--- config.mk ---
export PLATFORM = sky130hd
export DESIGN_NAME = can_frame_bit_event_decoder
export DESIGN_NICKNAME = d
export VERILOG_FILES = /design/src/rtl/cfbed_pkg.sv /design/src/rtl/can_frame_bit_event_decoder.sv /design/src/rtl/cfbed_queue.sv /design/src/rtl/cfbed_front.sv /design/src/rtl/cfbed_back.sv
export SDC_FILE = /design/constraint.sdc
export NUM_CORES = 2
export LEC_CHECK = 0
export ABC_AREA = 1
export BUFFER_PORTS_ARGS = -buffer_cell sky130_fd_sc_hd__buf_2
export CORE_MARGIN = 1.5
export CORE_UTILIZATION = 40
export DETAILED_ROUTE_END_ITERATION = 16
export GPL_ROUTABILITY_DRIVEN = 0
export RECOVER_POWER = 50
export SKIP_LAST_GASP = 1
export SYNTH_ARGS = -nofsm -noshare
export SYNTH_HDL_FRONTEND = slang
export SYNTH_HIERARCHICAL = 1
export SYNTH_SLANG_ARGS = --single-unit
--- constraint.sdc ---
create_clock -name clk_i -period 27.2 [get_ports clk_i]
set_input_delay 5.44 -clock clk_i [delete_from_list [all_inputs] [get_ports clk_i]]
set_output_delay 5.44 -clock clk_i [all_outputs]
set_load 0.02 [all_outputs]
--- src/rtl/cfbed_pkg.sv ---
// Shared types, field offsets and status codes for the CAN frame bit event decoder.
`default_nettype none

package cfbed_pkg;

  // Input tdata layout, lowest bit first
  localparam int unsigned IN_PORT_LSB    = 0;
  localparam int unsigned IN_ID_LSB      = 2;
  localparam int unsigned IN_IDMASK_LSB  = 31;
  localparam int unsigned IN_SLOT_LSB    = 60;
  localparam int unsigned IN_LOB_LSB     = 64;
  localparam int unsigned IN_TMASK_LSB   = 68;
  localparam int unsigned IN_POL_LSB     = 76;
  localparam int unsigned IN_EVA_LSB     = 77;
  localparam int unsigned IN_EVI_LSB     = 81;
  localparam int unsigned IN_PAYLOAD_LSB = 85;
  localparam int unsigned IN_READY_LSB   = 149;
  localparam int unsigned IN_TDATA_W     = 152;

  localparam int unsigned ID_W       = 29;
  localparam int unsigned MATCH_W    = 60;
  localparam int unsigned ACTION_W   = 20;
  localparam int unsigned OUT_TDATA_W = 48;
  localparam int unsigned RES_W      = 43;

  localparam int unsigned QUEUE_DEPTH = 2;

  // Result status codes
  localparam logic [2:0] ST_BAD_ARG   = 3'd0;
  localparam logic [2:0] ST_BAD_FRAME = 3'd1;
  localparam logic [2:0] ST_NO_MATCH  = 3'd2;
  localparam logic [2:0] ST_UNCHANGED = 3'd3;
  localparam logic [2:0] ST_PUBLISHED = 3'd4;
  localparam logic [2:0] ST_DROPPED   = 3'd5;
  localparam logic [2:0] ST_WRITTEN   = 3'd6;

  localparam logic [4:0] NO_RULE = 5'd16;

  localparam logic OP_WRITE  = 1'b0;

  typedef enum logic [1:0] {
    K_WRITE,
    K_BAD_ARG,
    K_BAD_FRAME,
    K_DECODE
  } kind_e;

  typedef enum logic [1:0] {
    BK_IDLE,
    BK_SCAN,
    BK_EMIT
  } bk_state_e;

  // Classified item handed from front to back
  typedef struct packed {
    kind_e            kind;
    logic [1:0]       port;
    logic [ID_W-1:0]  can_id;
    logic [ID_W-1:0]  id_mask;
    logic [3:0]       slot;
    logic [3:0]       lob;
    logic [7:0]       tmask;
    logic             pol;
    logic [3:0]       eva;
    logic [3:0]       evi;
    logic [63:0]      payload;
    logic             sink_ready;
  } item_t;

  // Result item; status sits in the lowest bits
  typedef struct packed {
    logic [ID_W-1:0] pub_value;
    logic            pub_valid;
    logic            level;
    logic [3:0]      event_code;
    logic [4:0]      matched_rule;
    logic [2:0]      status;
  } result_t;

endpackage

`default_nettype wire

--- src/rtl/can_frame_bit_event_decoder.sv ---
// CAN frame bit event decoder top level: config register, front, queue and rule scanner.
//
// Usage: items enter on the s_axis channel. tuser selects the operation: 0 stores
// one rule into the table, 1 decodes one received frame. Every item gives exactly one
// result on the m_axis channel, in input order. The active rule count is set through
// cfg_we_i / cfg_wdata_i, by the user only while no item is in flight; not enforced.
//
// Scan: a decode reads one rule per cycle from the table's single read port, in slot
// order from rule 0, and stops at the first match, or after min(count, RULE_SLOTS)
// rules when none matches. Items are scanned one at a time; a rule write or a
// rejected frame goes straight to the result without a scan.
//
// Reset clears the active rule count, every seen flag and recorded level, and all
// handshake state. The rule table itself is not cleared; write rules before use.
//
// Receiver stall: the result waits in the output register, the scanner finishes one
// more item and holds it, and the two-entry queue and the input stage take up to
// three more items before s_axis_tready drops.
`default_nettype none

module can_frame_bit_event_decoder
  import cfbed_pkg::*;
#(
  parameter int unsigned RULE_SLOTS     = 16,
  parameter int unsigned MAX_DATA_BYTES = 8
) (
  input  wire logic                   clk_i,
  input  wire logic                   rst_ni,
  // Configuration: active rule count
  input  wire logic                   cfg_we_i,
  input  wire logic [4:0]             cfg_wdata_i,
  // Item input
  input  wire logic                   s_axis_tvalid,
  output logic                        s_axis_tready,
  // port, can_id, id_mask, slot, length_or_byte, test_mask, active_when_set,
  // event_when_active, event_when_inactive, payload, sink_ready, zero pad
  input  wire logic [IN_TDATA_W-1:0]  s_axis_tdata,
  // operation
  input  wire logic                   s_axis_tuser,
  // Result output
  output logic                        m_axis_tvalid,
  input  wire logic                   m_axis_tready,
  // status, matched_rule, event_code, level_active, publish_valid,
  // publish_value, zero pad
  output logic [OUT_TDATA_W-1:0]      m_axis_tdata
);

  logic [4:0] active_rules_q;
  logic       push, q_ready, q_valid, q_pop;
  item_t      push_item, head_item;
  result_t    res;

  // Hold the active rule count until the next write
  always_ff @(posedge clk_i or negedge rst_ni) begin
    if (!rst_ni) begin
      active_rules_q <= 5'd0;
    end else if (cfg_we_i) begin
      active_rules_q <= cfg_wdata_i;
    end
  end

  // Front: unpack and classify (write, bad argument, bad frame, decode)
  cfbed_front #(
    .RULE_SLOTS     (RULE_SLOTS),
    .MAX_DATA_BYTES (MAX_DATA_BYTES)
  ) u_front (
    .clk_i          (clk_i),
    .rst_ni         (rst_ni),
    .s_tvalid_i     (s_axis_tvalid),
    .s_tready_o     (s_axis_tready),
    .s_tdata_i      (s_axis_tdata),
    .s_tuser_i      (s_axis_tuser),
    .active_rules_i (active_rules_q),
    .push_o         (push),
    .item_o         (push_item),
    .q_ready_i      (q_ready)
  );

  // Decouple classification from the rule scan
  cfbed_queue u_queue (
    .clk_i   (clk_i),
    .rst_ni  (rst_ni),
    .push_i  (push),
    .item_i  (push_item),
    .ready_o (q_ready),
    .valid_o (q_valid),
    .item_o  (head_item),
    .pop_i   (q_pop)
  );

  // Back: table writes, rule scan, result register
  cfbed_back #(
    .RULE_SLOTS (RULE_SLOTS)
  ) u_back (
    .clk_i          (clk_i),
    .rst_ni         (rst_ni),
    .active_rules_i (active_rules_q),
    .q_valid_i      (q_valid),
    .q_item_i       (head_item),
    .q_pop_o        (q_pop),
    .out_valid_o    (m_axis_tvalid),
    .out_res_o      (res),
    .out_ready_i    (m_axis_tready)
  );

  assign m_axis_tdata = {(OUT_TDATA_W - RES_W)'(0), res};

endmodule

`default_nettype wire

--- src/rtl/cfbed_queue.sv ---
// Two-entry queue between the classifying front and the rule scanning back.
`default_nettype none

module cfbed_queue
  import cfbed_pkg::*;
(
  input  wire logic  clk_i,
  input  wire logic  rst_ni,
  input  wire logic  push_i,
  input  wire item_t item_i,
  output logic       ready_o,
  output logic       valid_o,
  output item_t      item_o,
  input  wire logic  pop_i
);

  item_t      mem_q [QUEUE_DEPTH];
  logic       wr_ptr_q, wr_ptr_d;
  logic       rd_ptr_q, rd_ptr_d;
  logic [1:0] cnt_q, cnt_d;
  logic       do_push, do_pop;

  assign ready_o = (cnt_q != 2'(QUEUE_DEPTH));
  assign valid_o = (cnt_q != 2'd0);
  assign item_o  = mem_q[rd_ptr_q];
  assign do_push = push_i && ready_o;
  assign do_pop  = pop_i && valid_o;

  always_comb begin
    wr_ptr_d = do_push ? ~wr_ptr_q : wr_ptr_q;
    rd_ptr_d = do_pop ? ~rd_ptr_q : rd_ptr_q;
    cnt_d    = cnt_q + {1'b0, do_push} - {1'b0, do_pop};
  end

  always_ff @(posedge clk_i or negedge rst_ni) begin
    if (!rst_ni) begin
      wr_ptr_q <= 1'b0;
      rd_ptr_q <= 1'b0;
      cnt_q    <= 2'd0;
    end else begin
      wr_ptr_q <= wr_ptr_d;
      rd_ptr_q <= rd_ptr_d;
      cnt_q    <= cnt_d;
    end
  end

  always_ff @(posedge clk_i) begin
    if (do_push) begin
      mem_q[wr_ptr_q] <= item_i;
    end
  end

endmodule

`default_nettype wire

--- src/rtl/cfbed_front.sv ---
// Input stage: unpack the stream item, classify it and hold it for the queue.
`default_nettype none

module cfbed_front
  import cfbed_pkg::*;
#(
  parameter int unsigned RULE_SLOTS     = 16,
  parameter int unsigned MAX_DATA_BYTES = 8
) (
  input  wire logic                  clk_i,
  input  wire logic                  rst_ni,
  input  wire logic                  s_tvalid_i,
  output logic                       s_tready_o,
  input  wire logic [IN_TDATA_W-1:0] s_tdata_i,
  input  wire logic                  s_tuser_i,
  input  wire logic [4:0]            active_rules_i,
  output logic                       push_o,
  output item_t                      item_o,
  input  wire logic                  q_ready_i
);

  logic  vld_q, vld_d;
  item_t item_q, item_d;
  logic  accept;

  assign s_tready_o = !vld_q || q_ready_i;
  assign accept     = s_tvalid_i && s_tready_o;
  assign push_o     = vld_q;
  assign item_o     = item_q;

  always_comb begin
    item_d.port       = s_tdata_i[IN_PORT_LSB +: 2];
    item_d.can_id     = s_tdata_i[IN_ID_LSB +: ID_W];
    item_d.id_mask    = s_tdata_i[IN_IDMASK_LSB +: ID_W];
    item_d.slot       = s_tdata_i[IN_SLOT_LSB +: 4];
    item_d.lob        = s_tdata_i[IN_LOB_LSB +: 4];
    item_d.tmask      = s_tdata_i[IN_TMASK_LSB +: 8];
    item_d.pol        = s_tdata_i[IN_POL_LSB];
    item_d.eva        = s_tdata_i[IN_EVA_LSB +: 4];
    item_d.evi        = s_tdata_i[IN_EVI_LSB +: 4];
    item_d.payload    = s_tdata_i[IN_PAYLOAD_LSB +: 64];
    item_d.sink_ready = s_tdata_i[IN_READY_LSB];

    if (s_tuser_i == OP_WRITE) begin
      // byte index beyond the frame: store a zero mask so the rule never fires
      if (item_d.lob[3]) begin
        item_d.tmask = 8'd0;
      end
      item_d.kind = (32'(item_d.slot) >= RULE_SLOTS) ? K_BAD_ARG : K_WRITE;
    end else if (active_rules_i == 5'd0) begin
      item_d.kind = K_BAD_ARG;
    end else if (item_d.port[1] || (32'(item_d.lob) > MAX_DATA_BYTES)) begin
      item_d.kind = K_BAD_FRAME;
    end else begin
      item_d.kind = K_DECODE;
    end

    vld_d = accept ? 1'b1 : (q_ready_i ? 1'b0 : vld_q);
  end

  always_ff @(posedge clk_i or negedge rst_ni) begin
    if (!rst_ni) begin
      vld_q <= 1'b0;
    end else begin
      vld_q <= vld_d;
    end
  end

  always_ff @(posedge clk_i) begin
    if (accept) begin
      item_q <= item_d;
    end
  end

endmodule

`default_nettype wire

--- src/rtl/cfbed_back.sv ---
// Rule table and sequential scan: one rule read per cycle, first match wins.
`default_nettype none

module cfbed_back
  import cfbed_pkg::*;
#(
  parameter int unsigned RULE_SLOTS = 16
) (
  input  wire logic       clk_i,
  input  wire logic       rst_ni,
  input  wire logic [4:0] active_rules_i,
  input  wire logic       q_valid_i,
  input  wire item_t      q_item_i,
  output logic            q_pop_o,
  output logic            out_valid_o,
  output result_t         out_res_o,
  input  wire logic       out_ready_i
);

  localparam int unsigned SLOT_W = (RULE_SLOTS > 1) ? $clog2(RULE_SLOTS) : 1;
  localparam int unsigned CNT_W  = $clog2(RULE_SLOTS + 1);

  bk_state_e state_q, state_d;

  logic [MATCH_W-1:0]  match_mem [RULE_SLOTS];
  logic [ACTION_W-1:0] action_mem [RULE_SLOTS];
  logic                seen_q [RULE_SLOTS];
  logic                last_q [RULE_SLOTS];

  item_t              item_q;
  logic [CNT_W-1:0]   n_q, n_d;
  logic [CNT_W-1:0]   scan_idx_q, scan_idx_d;
  logic               rd_vld_q, rd_vld_d;
  logic [SLOT_W-1:0]  rd_idx_q;
  logic [MATCH_W-1:0] rd_match_q;
  logic [ACTION_W-1:0] rd_action_q;
  result_t            res_q, res_d;
  logic               out_vld_q, out_vld_d;
  result_t            out_q;

  logic              issue, out_free, out_load, pop_item;
  logic              mem_we, upd_en;
  logic [SLOT_W-1:0] wr_idx;

  logic [ID_W-1:0] rd_rid, rd_rmask;
  logic [1:0]      rd_rport;
  logic [2:0]      rd_byte;
  logic [7:0]      rd_bmask, rd_sel;
  logic            rd_pol, bit_hit, level, rule_hit;
  logic [3:0]      rd_eva, rd_evi, ev;

  assign issue    = (state_q == BK_SCAN) && (scan_idx_q < n_q);
  assign out_free = !out_vld_q || out_ready_i;
  assign wr_idx   = SLOT_W'(q_item_i.slot);
  assign pop_item = (state_q == BK_IDLE) && q_valid_i;

  // Decode the rule held in the read registers against the current frame
  always_comb begin
    rd_rid   = rd_match_q[ID_W-1:0];
    rd_rmask = rd_match_q[2*ID_W-1:ID_W];
    rd_rport = rd_match_q[MATCH_W-1:MATCH_W-2];
    rd_byte  = rd_action_q[2:0];
    rd_bmask = rd_action_q[10:3];
    rd_pol   = rd_action_q[11];
    rd_eva   = rd_action_q[15:12];
    rd_evi   = rd_action_q[19:16];
    rd_sel   = item_q.payload[{rd_byte, 3'b000} +: 8];
    bit_hit  = |(rd_sel & rd_bmask);
    level    = rd_pol ? bit_hit : !bit_hit;
    ev       = level ? rd_eva : rd_evi;
    rule_hit = rd_vld_q && (rd_rport == item_q.port) &&
               (((item_q.can_id ^ rd_rid) & rd_rmask) == '0) &&
               ({1'b0, rd_byte} < item_q.lob) && (rd_bmask != 8'd0);
  end

  // Next state
  always_comb begin
    state_d = state_q;
    case (state_q)
      BK_IDLE: begin
        if (q_valid_i) begin
          state_d = (q_item_i.kind == K_DECODE) ? BK_SCAN : BK_EMIT;
        end
      end
      BK_SCAN: begin
        if (rule_hit || (!rd_vld_q && !issue)) begin
          state_d = BK_EMIT;
        end
      end
      BK_EMIT: begin
        if (out_free) begin
          state_d = BK_IDLE;
        end
      end
      default: state_d = BK_IDLE;
    endcase
  end

  // Datapath and table control
  always_comb begin
    q_pop_o    = 1'b0;
    mem_we     = 1'b0;
    upd_en     = 1'b0;
    out_load   = 1'b0;
    res_d      = res_q;
    n_d        = n_q;
    scan_idx_d = scan_idx_q;
    rd_vld_d   = 1'b0;
    case (state_q)
      BK_IDLE: begin
        if (q_valid_i) begin
          q_pop_o    = 1'b1;
          res_d      = '0;
          res_d.matched_rule = NO_RULE;
          scan_idx_d = '0;
          n_d = (32'(active_rules_i) < RULE_SLOTS) ? CNT_W'(active_rules_i)
                                                   : CNT_W'(RULE_SLOTS);
          case (q_item_i.kind)
            K_WRITE: begin
              mem_we             = 1'b1;
              res_d.status       = ST_WRITTEN;
              res_d.matched_rule = 5'(q_item_i.slot);
            end
            K_BAD_ARG:   res_d.status = ST_BAD_ARG;
            K_BAD_FRAME: res_d.status = ST_BAD_FRAME;
            default:     res_d.status = ST_NO_MATCH;
          endcase
        end
      end
      BK_SCAN: begin
        rd_vld_d = issue && !rule_hit;
        if (issue) begin
          scan_idx_d = scan_idx_q + 1'b1;
        end
        if (rule_hit) begin
          res_d.matched_rule = 5'(rd_idx_q);
          res_d.level        = level;
          res_d.event_code   = ev;
          if (ev == 4'd0) begin
            res_d.status = ST_UNCHANGED;
            upd_en       = 1'b1;
          end else if (seen_q[rd_idx_q] && (last_q[rd_idx_q] == level)) begin
            res_d.status = ST_UNCHANGED;
          end else if (item_q.sink_ready) begin
            res_d.status    = ST_PUBLISHED;
            res_d.pub_valid = 1'b1;
            res_d.pub_value = item_q.can_id;
            upd_en          = 1'b1;
          end else begin
            res_d.status = ST_DROPPED;
          end
        end
      end
      BK_EMIT: begin
        out_load = out_free;
      end
      default: ;
    endcase
    out_vld_d = out_load ? 1'b1 : (out_ready_i ? 1'b0 : out_vld_q);
  end

  always_ff @(posedge clk_i or negedge rst_ni) begin
    if (!rst_ni) begin
      state_q   <= BK_IDLE;
      rd_vld_q  <= 1'b0;
      out_vld_q <= 1'b0;
      for (int i = 0; i < RULE_SLOTS; i++) begin
        seen_q[i] <= 1'b0;
        last_q[i] <= 1'b0;
      end
    end else begin
      state_q   <= state_d;
      rd_vld_q  <= rd_vld_d;
      out_vld_q <= out_vld_d;
      if (mem_we) begin
        seen_q[wr_idx] <= 1'b0;
        last_q[wr_idx] <= 1'b0;
      end else if (upd_en) begin
        seen_q[rd_idx_q] <= 1'b1;
        last_q[rd_idx_q] <= level;
      end
    end
  end

  always_ff @(posedge clk_i) begin
    res_q      <= res_d;
    n_q        <= n_d;
    scan_idx_q <= scan_idx_d;
    if (pop_item) begin
      item_q <= q_item_i;
    end
    if (out_load) begin
      out_q <= res_q;
    end
  end

  // Rule tables: one write port, one registered read port
  always_ff @(posedge clk_i) begin
    if (mem_we) begin
      match_mem[wr_idx]  <= {q_item_i.port, q_item_i.id_mask, q_item_i.can_id};
      action_mem[wr_idx] <= {q_item_i.evi, q_item_i.eva, q_item_i.pol,
                             q_item_i.tmask, q_item_i.lob[2:0]};
    end
    if (issue) begin
      rd_idx_q    <= scan_idx_q[SLOT_W-1:0];
      rd_match_q  <= match_mem[scan_idx_q[SLOT_W-1:0]];
      rd_action_q <= action_mem[scan_idx_q[SLOT_W-1:0]];
    end
  end

  assign out_valid_o = out_vld_q;
  assign out_res_o   = out_q;

endmodule

`default_nettype wire

; ---- Word-level counts from Yosys, hierarchy flattened
; Memory sizes are Yosys's and may differ from the RTL's. A register that Yosys moved wholly into a read port is not among the register bits.
; Index checks and enable logic that the tools add are counted.
[word_totals]
memories = 3
output_inout_bits = 50
register_bits = 398
ram_bits = 1584
input_bits = 163
elab_cells = 218
[classes]
shift = 1
n_lt_le_gt_ge = 8
bitwise = 12
addsub = 3
muxes = 60
n_eq_ne = 16
n_reduce_logical = 42
[mem_list]
columns = memory, depth, word_bits, rd, rd_clocked_by_memory_dff, wr, line
row1 = u_back.match_mem, 16, 60, 1, 1, 1, cfbed_back.sv:25  ; logic [MATCH_W-1:0] match_mem [RULE_SLOTS];
row2 = u_back.action_mem, 16, 20, 1, 1, 1, cfbed_back.sv:26  ; logic [ACTION_W-1:0] action_mem [RULE_SLOTS];
row3 = u_queue.mem_q, 2, 152, 1, 0, 1, cfbed_queue.sv:17  ; item_t mem_q [QUEUE_DEPTH];
[ops]
columns = cell, count
row1 = 30-bit two-way mux, 3
row2 = 43-bit two-way mux, 2
row3 = 43-bit case mux with 2 select lines, 1
row4 = 16-bit two-way mux, 4
row5 = 64-bit by 7-bit variable part select with 8-bit output, 1
row6 = 16-bit AND, 2
row7 = 1-bit two-way mux, 30
row8 = 29-bit AND, 1
row9 = 29-bit logical NOT, 1
row10 = 29-bit bitwise XOR, 1
row11 = 16-bit bitwise mux, 1
row12 = 8-bit two-way mux, 2
row13 = 16-bit NOT, 1
row14 = 16-bit OR, 1
row15 = 5-bit two-way mux, 3
row16 = 1-bit logical AND, 14
row17 = "5-bit >= comparator, second input constant", 2
row18 = "5-bit by 1-bit less-than comparator with 1-bit output, second input constant", 2
row19 = "2-bit by 1-bit inequality test with 1-bit output, second input constant", 5
row20 = 4-bit NOT with 5-bit output, 2
row21 = 5-bit case mux with 2 select lines, 1
row22 = 2-bit nonzero test, 5
row23 = 3-bit case mux with 3 select lines, 1
row24 = 3-bit AND reduction, 3
row25 = 30 further kinds, 53

; ---- Depth between registers and ports, before layout
[logic_depth]
depth_word = 13
depth_mapped = 24
mapped_depth_nobuf = 20

; ---- Cells and area by module
; Netlist, hierarchy kept.
[by_module_without_submodules]
columns = module, seq_area_each_um2, cells_per_inst, area_each_um2, instances
row1 = cfbed_back, 47745.8, 4423, 62313.5, 1
row2 = cfbed_queue, 9228.9, 825, 11290.8, 1
row3 = cfbed_front, 4589.4, 189, 4744.6, 1
row4 = can_frame_bit_event_decoder, 125.1, 27, 226.5, 1

; ---- Worst setup path before layout
; Ideal clock, no wire load.
[synth_timing]
kind = input-to-reg
from = in s_axis_tvalid
to = reg u_front.item_q (netlist bit u_front/item_o[0]) (enable)
path_buffers = 0
setup_ns = 0.714
slack_ns = 13.695
path_stages = 2
required_time_ns = 26.486
arrival_ns = 12.791
path_cell_list = inv_1 > a21oi_1
[synth_between]
elab_chain_len = 1
[synth_lines]
columns = item, line
row1 = "start, declared", can_frame_bit_event_decoder.sv:33  ; input wire logic s_axis_tvalid,
row2 = 1-bit logical AND, cfbed_front.sv:27  ; assign accept = s_tvalid_i && s_tready_o;
row3 = via u_front.accept, cfbed_front.sv:24  ; logic accept;
row4 = "end signal, assigned", cfbed_front.sv:71  ; item_q <= item_d;
row5 = "end, declared", cfbed_front.sv:23  ; item_t item_q, item_d;
; The timed path passes the listed nets, and every way through them passes these cells.
; A chain may end at the register's enable or synchronous reset.

; ---- Worst setup path after layout
[layout_timing]
from = reg u_back.scan_idx_q[2]
to = reg u_back.rd_match_q[42], read port of u_back.match_mem, data pin
[layout_between]
elab_chain_len = 2
[layout_lines]
columns = item, line
row1 = "start, declared", cfbed_back.sv:32  ; logic [CNT_W-1:0] scan_idx_q, scan_idx_d;
row2 = "start signal, assigned", cfbed_back.sv:188  ; scan_idx_q <= scan_idx_d;
row3 = 5-bit less-than comparator, cfbed_back.sv:52  ; assign issue = (state_q == BK_SCAN) && (scan_idx_q < n_q);
row4 = 1-bit logical AND, cfbed_back.sv:52
row5 = "end, declared", cfbed_back.sv:35  ; logic [MATCH_W-1:0] rd_match_q;
; Parallel ways exist; a longest one is shown, timed or not.

==> impl_metrics.py <==
metrics = {
    "logic_synthesis": {
        "yosysWarningCount": 6,
        "synth_sequential_area_ratio_pct": 78.51,
        "main_combinational_cell_family_by_area_after_synthesis": "simple AND/OR/NAND/NOR gates",
        "synth_compound_area_share_pct": 7.005,
        "post_synth_instance_area_um2": 78580,
        "synth_mux_area_share_pct": 1.669,
        "mean_cell_area_of_the_mapped_netlist_um2": 14.38,
        "ys_types": 46,
        "syn_inst": 5464,
        "synth_simple_gate_area_share_pct": 9.874,
        "synth.area.top_cells": "edfxtp_1 77%, nand2_1 4.0%, nor2_1 3.9%",
        "synth_largest_area_cell": "edfxtp_1",
        "yosys.area_share.xor_xnor_pct": 0.1449,
        "synth_adder_area_share_pct": 0.1911,
        "post-synth-top-area-fraction_pct": 77.04,
        "synth_seq_cells": 2062,
    },
    "critical_path": {
        "slowest_stage": "clkbuf_1",
        "worst-r2r-setup-slack_ps": 16730,
        "critPathLaunch": "u_back/scan_idx_q[2]",
        "worst-endpoint-required_ps": 27820,
        "path_cells": "clkbuf_1 > clkinvlp_2 > clkbuf_1 > o221ai_1 > nand3_1 > nand3_1",
        "start_kind": "register",
        "timing.rr.end": "u_back/rd_match_q[42]",
        "ff2ff_path_depth": 6,
        "timing.critical_path.fanout_max": 76,
        "critPathKind": "reg2reg",
        "timing.critical_path.slowest_cell_delay_ps": 4050,
        "regToRegStartpoint": "u_back/scan_idx_q[2]",
        "worst_setup_path_end_kind": "register",
        "worst_ep_arrival_time_ps": 11090,
    },
    "sta": {
        "worst-slew-pin-transition_ps": 7642,
        "hold_violations": 0,
        "finalSetupViolations": 0,
        "grt_setup_unrepaired": "false",
        "timing.setup.tns_ps": 0,
        "finalWorstPathRequiredPeriod_ps": 10470,
        "finalCritPeriodShare_pct": 38.49,
        "fmaxAchievable_mhz": 95.52,
        "relSlewSlack_pct": -409.5,
        "fin_worst_skew_ps": 67.92,
        "final-max-slew-violation-count": 882,
        "worst_hold_slack_ps": 418.5,
    },
    "clock_network": {
        "clock_tree.buffer_depth": 3,
        "cts_hold_buffers": 0,
        "clkSlewWorstSetupHoldPaths_ps": 60,
        "cts_post_setup_buffers_inserted": 0,
        "clock_latency_late_sink_ps": 850,
        "root_buffer_cell": "clkbuf_16",
        "cts_max_level": 4,
        "cts-buffers-inserted": 209,
        "post_cts.resized_instances": 0,
        "cts_tree": "done",
        "tritoncts_sink_count": 2062,
    },
    "grt": {
        "grt_pass1_wl_um": 278000,
        "first_global_vias": 43210,
        "overall_overflow_remaining_after_global_route": 0,
        "number_of_antenna_violations_at_the_first_check_in_global_routing": 6,
        "grt_max_degree": 208,
        "global_route.usage.total_pct": 18.69,
    },
    "floorplan": {
        "floorplan.rows": 162,
        "die_height_um": 446.2,
        "design.portCount": 213,
        "die-width_um": 446.2,
        "floorplan.die_area_um2": 199100,
        "core_area_um2": 195000,
        "floorplan.initialDensity_pct": 40.30,
    },
    "placement": {
        "placement.cell_area_um2": 82230,
        "numPortBuffers": 205,
        "detailed_place_hpwl_um": 98250,
        "place_inst": 8049,
    },
    "run": {
        "maxCapViolCount": 16,
    },
    "power_and_ir_drop": {
        "irDropWorstVdd_uv": 83.21,
        "p_comb_share_pct": 26.6,
        "leakagePower_uw": 0.03054,
        "intPower_uw": 6835,
        "p_per_area_nw_per_um2": 115.5,
        "power.switching_fraction_pct": 33.44,
        "p_switching_uw": 3434,
        "power.clock.fraction_pct": 27.6,
        "power_frac_seq_pct": 45.9,
    },
    "routing": {
        "firstDrtPassIters": 6,
        "routed_wirelength_um": 187800,
        "drtAntennaViolNets": 0,
        "violation_count_after_the_first_detailed_routing_iteration": 4196,
        "route.detailed.wl_per_inst_um": 22.28,
        "vias": 44740,
        "detail_route.vias_per_cell": 5.307,
        "drc_errors": 0,
    },
    "min_path": {
        "endpoint_of_the_worst_hold_timing_path": "u_back/out_res_o[34]",
        "hold_start": "u_back/res_q[34]",
        "hold_path.class": "reg2reg",
        "timing.hold.worst_path_depth": 0,
    },
    "cells_and_area": {
        "area_delta_synth_final_pct": 13.17,
        "nets": 5811,
        "layout.cells.non_filler": 8431,
        "fraction_of_final_layout_cells_sized_beyond_drive_strength_1_pct": 10.97,
        "final_cell_area_um2": 88920,
    },
    "outcome": {
        "violations": "max-capacitance violations, max-slew violations",
        "run_status": "complete, but fails checks",
    },
}
[layout make-up]
class | count | area [um2]
Tap cell | 2624 | 3283
Sequential cell | 2062 | 61690
Clock buffer | 253 | 5479
Inverter | 171 | 688.2
Fill cell | 17060 | 106100
Clock inverter | 128 | 1323
Timing Repair Buffer | 273 | 1541
Antenna cell | 1 | 2.502
Multi-Input combinational cell | 2919 | 14910
[cell families (layout without fill, tap and decap cells)]
| group | Yosys count | after routing |
|---|---|---|
| simple gates | 1943 | 1943 |
| fa+ha+maj | 12 | 12 |
| xor+xnor | 13 | 13 |
| buf+inv | 487 | 825 |
| other cells | 1 | 6 |
| mux | 131 | 131 |
| flops | 2062 | 2062 |
| compound gates | 815 | 815 |
[metal layers]
layer / routed length [um] / track usage [%] / vias to the layer above
li1: - / - / 20480
met1: 79460 / 25.11 / 22630
met2: 93730 / 31.69 / 1368
met3: 10650 / 2.922 / 263
met4: 3987 / 4.751 / 2
met5: 13 / 0 / -
[power groups by stage]
stage	clock network (uW)	registers, uW	logic, uW
3_3_place_gp	0	4730	2670
3_5_place_dp	0	4740	2730
4_1_cts	2890	4680	2740
2_1_floorplan	0	4770	1750
6_report	2830	4710	2730
5_1_grt	3020	4760	3000
[through the flow]
step	worst slack (ps)	util (%)	total power, uW
final	16730	45.60	10270
after global routing	16570	45.60	10780
after CTS	19900	45.66	10310
after detailed placement	19650	42.17	7474
after global placement	19720	42.17	7402
after floorplan	13700	-	6515
[state kept, by name, indices dropped and copies added, names as in the netlist, 16 cells and up]
name and flops:
u_back/match_mem 960, u_back/action_mem 320, u_queue/mem_q 304, u_front/item_o 152
u_back/item_q 100, u_back/rd_match_q 60, u_back/out_res_o 43, u_back/res_q 43
u_back/rd_action_q 20, u_back/last_q 16, u_back/seen_q 16
[synthesized netlist by cell type, drive strengths merged]
| library cell | number |
|---|---|
| edfxtp | 2016 |
| nand2 | 868 |
| nor2 | 816 |
| o21ai | 380 |
| clkbuf | 240 |
| nand3 | 228 |
| o32ai | 189 |
| inv | 169 |
| mux2i | 131 |
| o221ai | 131 |
| buf | 76 |
| dfrtp | 46 |
| a21oi | 38 |
| o22ai | 34 |
| o211ai | 30 |
| ha | 12 |
| xor2 | 12 |
| nand4 | 11 |
| nor3 | 8 |
| or2 | 8 |
| o21a | 5 |
| a32o | 3 |
| nor4 | 3 |
| a21boi | 2 |
| clkinv | 2 |
| a211oi | 1 |
| a221oi | 1 |
| and3 | 1 |
| conb | 1 |
| o2111ai | 1 |
| xnor2 | 1 |
[worst max-delay path by stage]
stage | cells after the start | end | slack (ps)
2_1_floorplan | 2 | u_front/item_o[0] | 13700
3_3_place_gp | 5 | u_front/item_o[112] | 19720
3_5_place_dp | 5 | u_front/item_o[116] | 19650
4_1_cts | 5 | s_axis_tready | 19900
5_1_grt | 6 | u_back/rd_match_q[42] | 16570
6_report | 6 | u_back/rd_match_q[42] | 16730
[layout by cell type (no fill, tap or decap), drive strengths merged, types with 2 or more instances in the layout]
master	netlist	final
a21boi	2	2
a21oi	38	38
a32o	3	3
buf	76	261
bufinv	0	21
clkbuf	240	265
clkinv	2	91
clkinvlp	0	12
conb	1	5
dfrtp	46	46
edfxtp	2016	2016
ha	12	12
inv	169	175
mux2i	131	131
nand2	868	868
nand3	228	228
nand4	11	11
nor2	816	816
nor3	8	8
nor4	3	3
o211ai	30	30
o21a	5	5
o21ai	380	380
o221ai	131	131
o22ai	34	34
o32ai	189	189
or2	8	8
xor2	12	12
[worst max-delay path: cells and delay by family, from the launching register on]
family,cells,cell delay [ps]
simple gates,2,420
compound gates,1,390
buf+inv,3,9000
flops,1,320
Note: power is estimated with default switching activity, not from simulation.
